--- src/sv/pcd_pkg.sv ---
// ----------------------------------------------------------------------------
// pcd_pkg
// Shared types and constants for the PNG chunk deframer: the result record,
// the error codes, the file signature, the chunk tags and the IHDR fields.
// ----------------------------------------------------------------------------
package pcd_pkg;

    // Error codes reported on error_code.
    typedef enum logic [2:0] {
        ERR_NONE      = 3'd0,
        ERR_SIGNATURE = 3'd1,
        ERR_DEPTH     = 3'd2,
        ERR_COLOUR    = 3'd3,
        ERR_INTERLACE = 3'd4,
        ERR_TRUNCATED = 3'd5
    } err_t;

    // One result item, as it travels from the parser to the output buffer.
    typedef struct packed {
        logic [7:0]  payload_byte;
        logic        payload_valid;
        logic [31:0] image_width;
        logic [31:0] image_height;
        logic [7:0]  sample_depth;
        logic        header_seen;
        logic        stream_done;
        logic [2:0]  error_code;
    } result_t;

    // The eight bytes that open every PNG file.
    localparam logic [7:0] SIGNATURE [8] = '{
        8'h89, 8'h50, 8'h4e, 8'h47, 8'h0d, 8'h0a, 8'h1a, 8'h0a
    };

    // Chunk type tags, as four big-endian ASCII bytes.
    localparam logic [31:0] TAG_IHDR = 32'h4948_4452;
    localparam logic [31:0] TAG_IDAT = 32'h4944_4154;
    localparam logic [31:0] TAG_IEND = 32'h4945_4e44;

    // IHDR field values that are accepted.
    localparam logic [7:0] DEPTH_8     = 8'd8;
    localparam logic [7:0] DEPTH_16    = 8'd16;
    localparam logic [7:0] COLOUR_RGBA = 8'd6;

    // IHDR data byte positions.
    localparam logic [31:0] IHDR_DEPTH_IDX     = 32'd8;
    localparam logic [31:0] IHDR_COLOUR_IDX    = 32'd9;
    localparam logic [31:0] IHDR_INTERLACE_IDX = 32'd12;

endpackage

--- src/sv/pcd_parser.sv ---
// ----------------------------------------------------------------------------
// pcd_parser
// Holds the parse state and updates it by one byte per accepted
// transaction, forming the result that belongs to that byte.
// ----------------------------------------------------------------------------
module pcd_parser
    import pcd_pkg::*;
(
    input  logic       clk,
    input  logic       rst_n,
    input  logic       step,
    input  logic [7:0] data_byte,
    input  logic       last_byte,
    output result_t    result
);

    typedef enum logic [2:0] {
        PH_SIG  = 3'd0,
        PH_LEN  = 3'd1,
        PH_TYPE = 3'd2,
        PH_DATA = 3'd3,
        PH_CRC  = 3'd4,
        PH_DONE = 3'd5,
        PH_HALT = 3'd6
    } phase_t;

    typedef enum logic [1:0] {
        KIND_OTHER = 2'd0,
        KIND_IHDR  = 2'd1,
        KIND_IDAT  = 2'd2,
        KIND_IEND  = 2'd3
    } kind_t;

    phase_t      phase_reg,  phase_next;
    logic [31:0] count_reg,  count_next;
    logic [31:0] length_reg, length_next;
    kind_t       kind_reg,   kind_next;
    logic [31:0] tag_reg,    tag_next;
    logic [31:0] width_reg,  width_next;
    logic [31:0] height_reg, height_next;
    logic [7:0]  depth_reg,  depth_next;
    logic        header_reg, header_next;
    logic        done_reg,   done_next;
    err_t        error_reg,  error_next;

    logic [31:0] count_inc;
    logic [31:0] tag_shift;
    logic [7:0]  pay_byte;
    logic        pay_valid;
    logic        halted;

    assign count_inc = count_reg + 32'd1;
    assign tag_shift = {tag_reg[23:0], data_byte};

    // Next state for one byte.
    always_comb
    begin
        phase_next  = phase_reg;
        count_next  = count_reg;
        length_next = length_reg;
        kind_next   = kind_reg;
        tag_next    = tag_reg;
        width_next  = width_reg;
        height_next = height_reg;
        depth_next  = depth_reg;
        header_next = header_reg;
        done_next   = done_reg;
        error_next  = error_reg;
        pay_byte    = 8'd0;
        pay_valid   = 1'b0;
        halted      = 1'b0;

        case (phase_reg)
            PH_SIG:
            begin
                if (data_byte != SIGNATURE[count_reg[2:0]]) begin
                    error_next = ERR_SIGNATURE;
                    phase_next = PH_HALT;
                end else if (count_reg[2:0] == 3'd7) begin
                    count_next  = '0;
                    length_next = '0;
                    phase_next  = PH_LEN;
                end else begin
                    count_next = count_inc;
                end
            end
            PH_LEN:
            begin
                length_next = {length_reg[23:0], data_byte};
                if (count_reg[1:0] == 2'd3) begin
                    count_next = '0;
                    tag_next   = '0;
                    phase_next = PH_TYPE;
                end else begin
                    count_next = count_inc;
                end
            end
            PH_TYPE:
            begin
                tag_next = tag_shift;
                if (count_reg[1:0] == 2'd3) begin
                    count_next = '0;
                    if (tag_shift == TAG_IEND) begin
                        kind_next  = KIND_IEND;
                        done_next  = 1'b1;
                        phase_next = PH_DONE;
                    end else begin
                        if (tag_shift == TAG_IHDR) begin
                            kind_next = KIND_IHDR;
                        end else if (tag_shift == TAG_IDAT) begin
                            kind_next = KIND_IDAT;
                        end else begin
                            kind_next = KIND_OTHER;
                        end
                        phase_next = (length_reg == 32'd0) ? PH_CRC : PH_DATA;
                    end
                end else begin
                    count_next = count_inc;
                end
            end
            PH_DATA:
            begin
                if (kind_reg == KIND_IDAT) begin
                    pay_byte  = data_byte;
                    pay_valid = 1'b1;
                end else if (kind_reg == KIND_IHDR) begin
                    // IHDR fields are taken and checked as their bytes arrive.
                    if (count_reg < 32'd4) begin
                        width_next = {width_reg[23:0], data_byte};
                    end else if (count_reg < IHDR_DEPTH_IDX) begin
                        height_next = {height_reg[23:0], data_byte};
                    end else if (count_reg == IHDR_DEPTH_IDX) begin
                        depth_next = data_byte;
                        if (data_byte != DEPTH_8 && data_byte != DEPTH_16) begin
                            error_next = ERR_DEPTH;
                            halted     = 1'b1;
                        end
                    end else if (count_reg == IHDR_COLOUR_IDX) begin
                        if (data_byte != COLOUR_RGBA) begin
                            error_next = ERR_COLOUR;
                            halted     = 1'b1;
                        end
                    end else if (count_reg == IHDR_INTERLACE_IDX) begin
                        if (data_byte != 8'd0) begin
                            error_next = ERR_INTERLACE;
                            halted     = 1'b1;
                        end else begin
                            header_next = 1'b1;
                        end
                    end
                end
                if (halted) begin
                    phase_next = PH_HALT;
                end else if (count_inc == length_reg) begin
                    count_next = '0;
                    phase_next = PH_CRC;
                end else begin
                    count_next = count_inc;
                end
            end
            PH_CRC:
            begin
                if (count_reg[1:0] == 2'd3) begin
                    count_next  = '0;
                    length_next = '0;
                    phase_next  = PH_LEN;
                end else begin
                    count_next = count_inc;
                end
            end
            default:
            begin
            end
        endcase

        // Input that ends before IEND is truncated.
        if (last_byte && phase_next != PH_DONE && phase_next != PH_HALT) begin
            error_next = ERR_TRUNCATED;
            phase_next = PH_HALT;
        end
    end

    // The result shows the state after this byte.
    always_comb
    begin
        result.payload_byte  = pay_byte;
        result.payload_valid = pay_valid;
        result.image_width   = width_next;
        result.image_height  = height_next;
        result.sample_depth  = depth_next;
        result.header_seen   = header_next;
        result.stream_done   = done_next;
        result.error_code    = error_next;
    end

    // Parse state registers, advanced once per accepted transaction.
    always_ff @(posedge clk or negedge rst_n)
    begin
        if (!rst_n) begin
            phase_reg  <= PH_SIG;
            count_reg  <= '0;
            length_reg <= '0;
            kind_reg   <= KIND_OTHER;
            tag_reg    <= '0;
            width_reg  <= '0;
            height_reg <= '0;
            depth_reg  <= '0;
            header_reg <= 1'b0;
            done_reg   <= 1'b0;
            error_reg  <= ERR_NONE;
        end else if (step) begin
            phase_reg  <= phase_next;
            count_reg  <= count_next;
            length_reg <= length_next;
            kind_reg   <= kind_next;
            tag_reg    <= tag_next;
            width_reg  <= width_next;
            height_reg <= height_next;
            depth_reg  <= depth_next;
            header_reg <= header_next;
            done_reg   <= done_next;
            error_reg  <= error_next;
        end
    end

endmodule

--- src/sv/pcd_out_buf.sv ---
// ----------------------------------------------------------------------------
// pcd_out_buf
// Two-entry output buffer: a result register and a skid register, so that
// input is still taken while a result waits for the receiver.
// ----------------------------------------------------------------------------
module pcd_out_buf
    import pcd_pkg::*;
(
    input  logic    clk,
    input  logic    rst_n,
    input  logic    push,
    input  result_t push_data,
    output logic    space,
    output logic    out_valid,
    input  logic    out_ready,
    output result_t out_data
);

    logic    main_valid_reg;
    logic    skid_valid_reg;
    result_t main_reg;
    result_t skid_reg;
    logic    pop;

    assign pop       = main_valid_reg & out_ready;
    assign space     = ~skid_valid_reg;
    assign out_valid = main_valid_reg;
    assign out_data  = main_reg;

    // Control: occupancy of the two entries.
    always_ff @(posedge clk or negedge rst_n)
    begin
        if (!rst_n) begin
            main_valid_reg <= 1'b0;
            skid_valid_reg <= 1'b0;
        end else if (skid_valid_reg) begin
            if (pop) begin
                skid_valid_reg <= 1'b0;
            end
        end else if (push) begin
            if (main_valid_reg && !pop) begin
                skid_valid_reg <= 1'b1;
            end else begin
                main_valid_reg <= 1'b1;
            end
        end else if (pop) begin
            main_valid_reg <= 1'b0;
        end
    end

    // Data: the skid entry refills the result register when it drains.
    always_ff @(posedge clk)
    begin
        if (skid_valid_reg) begin
            if (pop) begin
                main_reg <= skid_reg;
            end
        end else if (push) begin
            if (main_valid_reg && !pop) begin
                skid_reg <= push_data;
            end else begin
                main_reg <= push_data;
            end
        end
    end

endmodule

--- src/sv/png_chunk_deframer.sv ---
// ----------------------------------------------------------------------------
// png_chunk_deframer
// Walks a PNG byte stream: checks the signature, decodes chunk headers,
// takes IHDR fields, passes IDAT data out and stops at IEND.
// ----------------------------------------------------------------------------
// Usage:
// The input channel (in_valid/in_ready, data_byte, last_byte) carries the
// file one byte per transaction; last_byte marks the final byte. Every input
// transaction yields exactly one output transaction (out_valid/out_ready)
// holding the IDAT byte, if any, and the current header, done and error
// status. The CRC of each chunk is skipped, not checked.
// A byte taken is registered into the result register, or into the skid
// register while the receiver stalls. Throughput is one byte per cycle while
// in_ready is high, set by the single parse state update before the result register.
// A two-entry output buffer keeps taking bytes while the receiver stalls;
// in_ready falls only once both entries hold results.
// Reset returns the parser to the signature check and clears all fields,
// flags and the error code. Errors are sticky until reset.
// ----------------------------------------------------------------------------
module png_chunk_deframer
    import pcd_pkg::*;
(
    input  logic        clk,
    input  logic        rst_n,
    input  logic        in_valid,
    output logic        in_ready,
    input  logic [7:0]  data_byte,
    input  logic        last_byte,
    output logic        out_valid,
    input  logic        out_ready,
    output logic [7:0]  payload_byte,
    output logic        payload_valid,
    output logic [31:0] image_width,
    output logic [31:0] image_height,
    output logic [7:0]  sample_depth,
    output logic        header_seen,
    output logic        stream_done,
    output logic [2:0]  error_code
);

    logic    fire;
    result_t step_result;
    result_t out_data;

    assign fire = in_valid & in_ready;

    // Byte parser.
    pcd_parser u_parser (
        .clk       (clk),
        .rst_n     (rst_n),
        .step      (fire),
        .data_byte (data_byte),
        .last_byte (last_byte),
        .result    (step_result)
    );

    // Result register with skid entry.
    pcd_out_buf u_out_buf (
        .clk       (clk),
        .rst_n     (rst_n),
        .push      (fire),
        .push_data (step_result),
        .space     (in_ready),
        .out_valid (out_valid),
        .out_ready (out_ready),
        .out_data  (out_data)
    );

    // Result fields onto their ports.
    assign payload_byte  = out_data.payload_byte;
    assign payload_valid = out_data.payload_valid;
    assign image_width   = out_data.image_width;
    assign image_height  = out_data.image_height;
    assign sample_depth  = out_data.sample_depth;
    assign header_seen   = out_data.header_seen;
    assign stream_done   = out_data.stream_done;
    assign error_code    = out_data.error_code;

endmodule

--- config.mk ---
export PLATFORM = sky130hd
export DESIGN_NAME = png_chunk_deframer
export DESIGN_NICKNAME = d
export VERILOG_FILES = /design/src/sv/pcd_pkg.sv /design/src/sv/pcd_parser.sv /design/src/sv/pcd_out_buf.sv /design/src/sv/png_chunk_deframer.sv
export SDC_FILE = /design/constraint.sdc
export NUM_CORES = 1
export LEC_CHECK = 0
export ABC_AREA = 1
export BUFFER_PORTS_ARGS = -buffer_cell sky130_fd_sc_hd__buf_2
export CAP_MARGIN = 0
export CORE_MARGIN = 1.5
export CORE_UTILIZATION = 30
export CTS_CLUSTER_SIZE = 14
export DETAILED_ROUTE_END_ITERATION = 12
export PLACE_DENSITY = 0.47
export SYNTH_ARGS = -nofsm -noshare
export SYNTH_HDL_FRONTEND = slang
export SYNTH_SLANG_ARGS = --single-unit
--- constraint.sdc ---
create_clock -name clk -period 6.8 [get_ports clk]
set_clock_uncertainty 0.05 [all_clocks]
set_input_delay 0.68 -clock clk [delete_from_list [all_inputs] [get_ports clk]]
set_output_delay 0.68 -clock clk [all_outputs]
set_load 0.02 [all_outputs]
==> summary.txt <==
Max cap viols: 0
Total CTS buffers: 41
Tot GR Track Use: 16.56%
CTS tree: built
Initial antenna violation count: 0
Arr. time, crit path: 4.35 ns
Ranking of synthesized cells by area: edfxtp_1, dfrtp_1, nand2_1
Fin crit share: 61.83%
Fillers: 5575
Crit end category: flop
Slew Limit Fails: 0
Buffers on Ports: 100
Vias per cell: 4.679
PwrDens: 234.2 nW/um^2
Largest net degree at the start of global routing: 92
Count leader, synth: nand2_1
Hpwl dp: 31.23 mm
Final hold vios: 0
CTS H-tree depth: 2
Setup Total Neg Slack: 0 ns
Number of distinct library cells after synthesis: 43
Post-route DRC violation count: 0
Vias in the first global route: 12400
WS Path Type: reg2reg
RSZ-0062 raised after global routing: no
DIE AREA: 56160 sq um
Pre-CTS WS: 2.463 ns
Core Box Area: 53920 sq um
Worst-Margin Slew: 1.166 ns
Largest family of logic cells by synthesized area: simple AND/OR/NAND/NOR gates
Setup slack, reg-to-reg: 2.60 ns
Ys flop type: edfxtp_1
Routed Antenna Nets: 0
Vias post-DR: 12800
Setup ws final: 2.595 ns
Area Overhead vs Synth: 15.93%
Worst reg2reg startpoint: u_out_buf.skid_valid_reg$_DFF_PN0_
Worst Setup Start Kind: flop
Clk buf depth: 3
Mapped Area: 16430 sq um
Number of synthesized flops with an enable pin: 172
Worst VDD drop: 177.1 uV
FF-to-FF End: u_out_buf.out_data[79]$_DFFE_PP_
Total grt overflow: 0
Synth warn: 0
Nets: 2029
Yosys reg bits: 344
Asr flop ratio synth: 50.00%
WL/cell: 16.78 um
Tmin final: 4.205 ns
I/O Pins: 101
Ant diodes: 0
Die width: 237.0 um
Post-Syn Nets: 1944
Root buf cell: clkbuf_16
Post-CTS Resized: 0
Starting Density: 30.46%
Layout cells sized above 1: 10.00%
TritonRoute pass-1 iters: 5
WP data required: 6.95 ns
Post-synthesis instance total: 1924
Run status: finished clean
Fmax: 237.8 MHz
Final WL: 45.91 mm
CP Max Fanout: 80
Synthesized area per cell: 8.537 sq um
Num rows: 85
CTS clock-pin slew for the worst setup and hold paths: 0.06 ns
Mux cell area share after synthesis: 0%
Clock Latency Late Sink: 0.57 ns
GPL Wtd Cong: 0.8788
First-pass GRT wire length: 72.47 mm
XOR/XNOR share of the synthesized area: 0.8074%
Reg2reg path depth: 7
Hold-fix buffers, CTS: 0
Top-area cell type share of the netlist area: 31.44%
Yosys top cell by area: edfxtp_1
Post-synthesis compound-gate area fraction: 10.11%
Final Setup Violations: 0
# Post-CTS Setup Buffers: 0
Initial detailed-routing violation count: 1110
Final core occ: 35.32%
Die Y: 237.0 um
Adder-Cell Fraction of Synth Area: 0.5332%
Seq/Total Area, Yosys: 57.65%
Slew margin rel.: 22.09%
Leakage: 0.008913 uW
Clk sink count: 344
Synth Area in Simple Gates: 23.16%
Most frequent cells after synthesis: nand2_1, inv_1, o21ai_0, dfrtp_1, edfxtp_1
Worst Hold Class: in2async
## cells by family (layout without fill, tap and decap cells)
logic type	count (synthesis)	after routing
adder cells (fa/ha/maj)	7	7
AND/OR/NAND/NOR	921	921
AO/OA/AOI/OAI	308	308
XOR/XNOR	12	12
flip-flops	344	344
buffers and inverters	332	448
## cell type report
type	count	area [sq um]	share of cell area (%)
multi-input cells	1248	5741	30.15
repair buffers	110	594.3	3.121
inverters	264	991.0	5.204
clock buffers	63	1189	6.242
clock inverters	11	183.9	0.9659
well taps	696	870.8	4.573
flip-flops and latches	344	9473	49.75
## stage by stage
step	instances	instance area (sq um)	hold WS (ns)	total power, uW
2_1_floorplan	1924	16430	0.3344	2222
6_report	2736	19040	0.1126	4460
3_5_place_dp	2662	17670	0.4130	2266
3_3_place_gp	2662	17670	0.4086	2267
5_1_grt	2736	19040	0.1672	4620
4_1_cts	2736	19040	0.1334	4531
## worst max-delay path by stage
stage / endpoint / slack (ns) / startpoint / cells after the start
global placement: u_out_buf.out_data[27]$_DFFE_PP_ / 2.52 / u_out_buf.skid_valid_reg$_DFF_PN0_ / 7
global route: u_out_buf.out_data[0]$_DFFE_PP_ / 2.13 / u_out_buf.skid_valid_reg$_DFF_PN0_ / 7
CTS: u_out_buf.out_data[8]$_DFFE_PP_ / 2.45 / u_out_buf.skid_valid_reg$_DFF_PN0_ / 7
detailed placement: u_out_buf.out_data[10]$_DFFE_PP_ / 2.46 / u_out_buf.skid_valid_reg$_DFF_PN0_ / 7
floorplan: u_out_buf.out_data[0]$_DFFE_PP_ / 0.77 / in_valid / 5
finish: u_out_buf.out_data[79]$_DFFE_PP_ / 2.60 / u_out_buf.skid_valid_reg$_DFF_PN0_ / 7
## metal layers
metal | track usage, % | share of wire, % | vias to the layer above
met5 | 0 | 0 | -
met4 | 4.526 | 1.9 | 0
met3 | 2.751 | 4.0 | 54
met2 | 26.39 | 46 | 247
met1 | 23.23 | 49 | 6030
li1 | - | - | 6471
## critical path, stage by stage (launching register included)
cell	delay (ns)
dfrtp_4	0.70
inv_2	0.14
nand2_2	0.32
inv_2	0.12
buf_4	0.60
a21oi_1	0.19
a21oi_4	0.93
buf_4	0.72
## power breakdown
group | switching, uW | total, uW | internal (uW)
Combinational | 43.8 | 50.5 | 6.63
Clock | 907 | 2240 | 1330
Sequential | 0 | 2170 | 2170
## cells in the final DEF (no fill, tap or decap), drive strengths merged, types with 7 or more instances in the layout
| cell | synthesis | routed |
|---|---|---|
| buf | 16 | 110 |
| nand4 | 23 | 23 |
| o21ai | 196 | 196 |
| clkinv | 2 | 8 |
| a21oi | 44 | 44 |
| nor4 | 9 | 9 |
| inv | 262 | 264 |
| o22ai | 53 | 53 |
| clkbuf | 52 | 63 |
| nand2 | 592 | 592 |
| xor2 | 9 | 9 |
| dfrtp | 172 | 172 |
| edfxtp | 172 | 172 |
| nor2 | 154 | 154 |
| nor3 | 22 | 22 |
| ha | 7 | 7 |
| nand3 | 113 | 113 |
No activity file was read; power rests on OpenSTA's default activity.
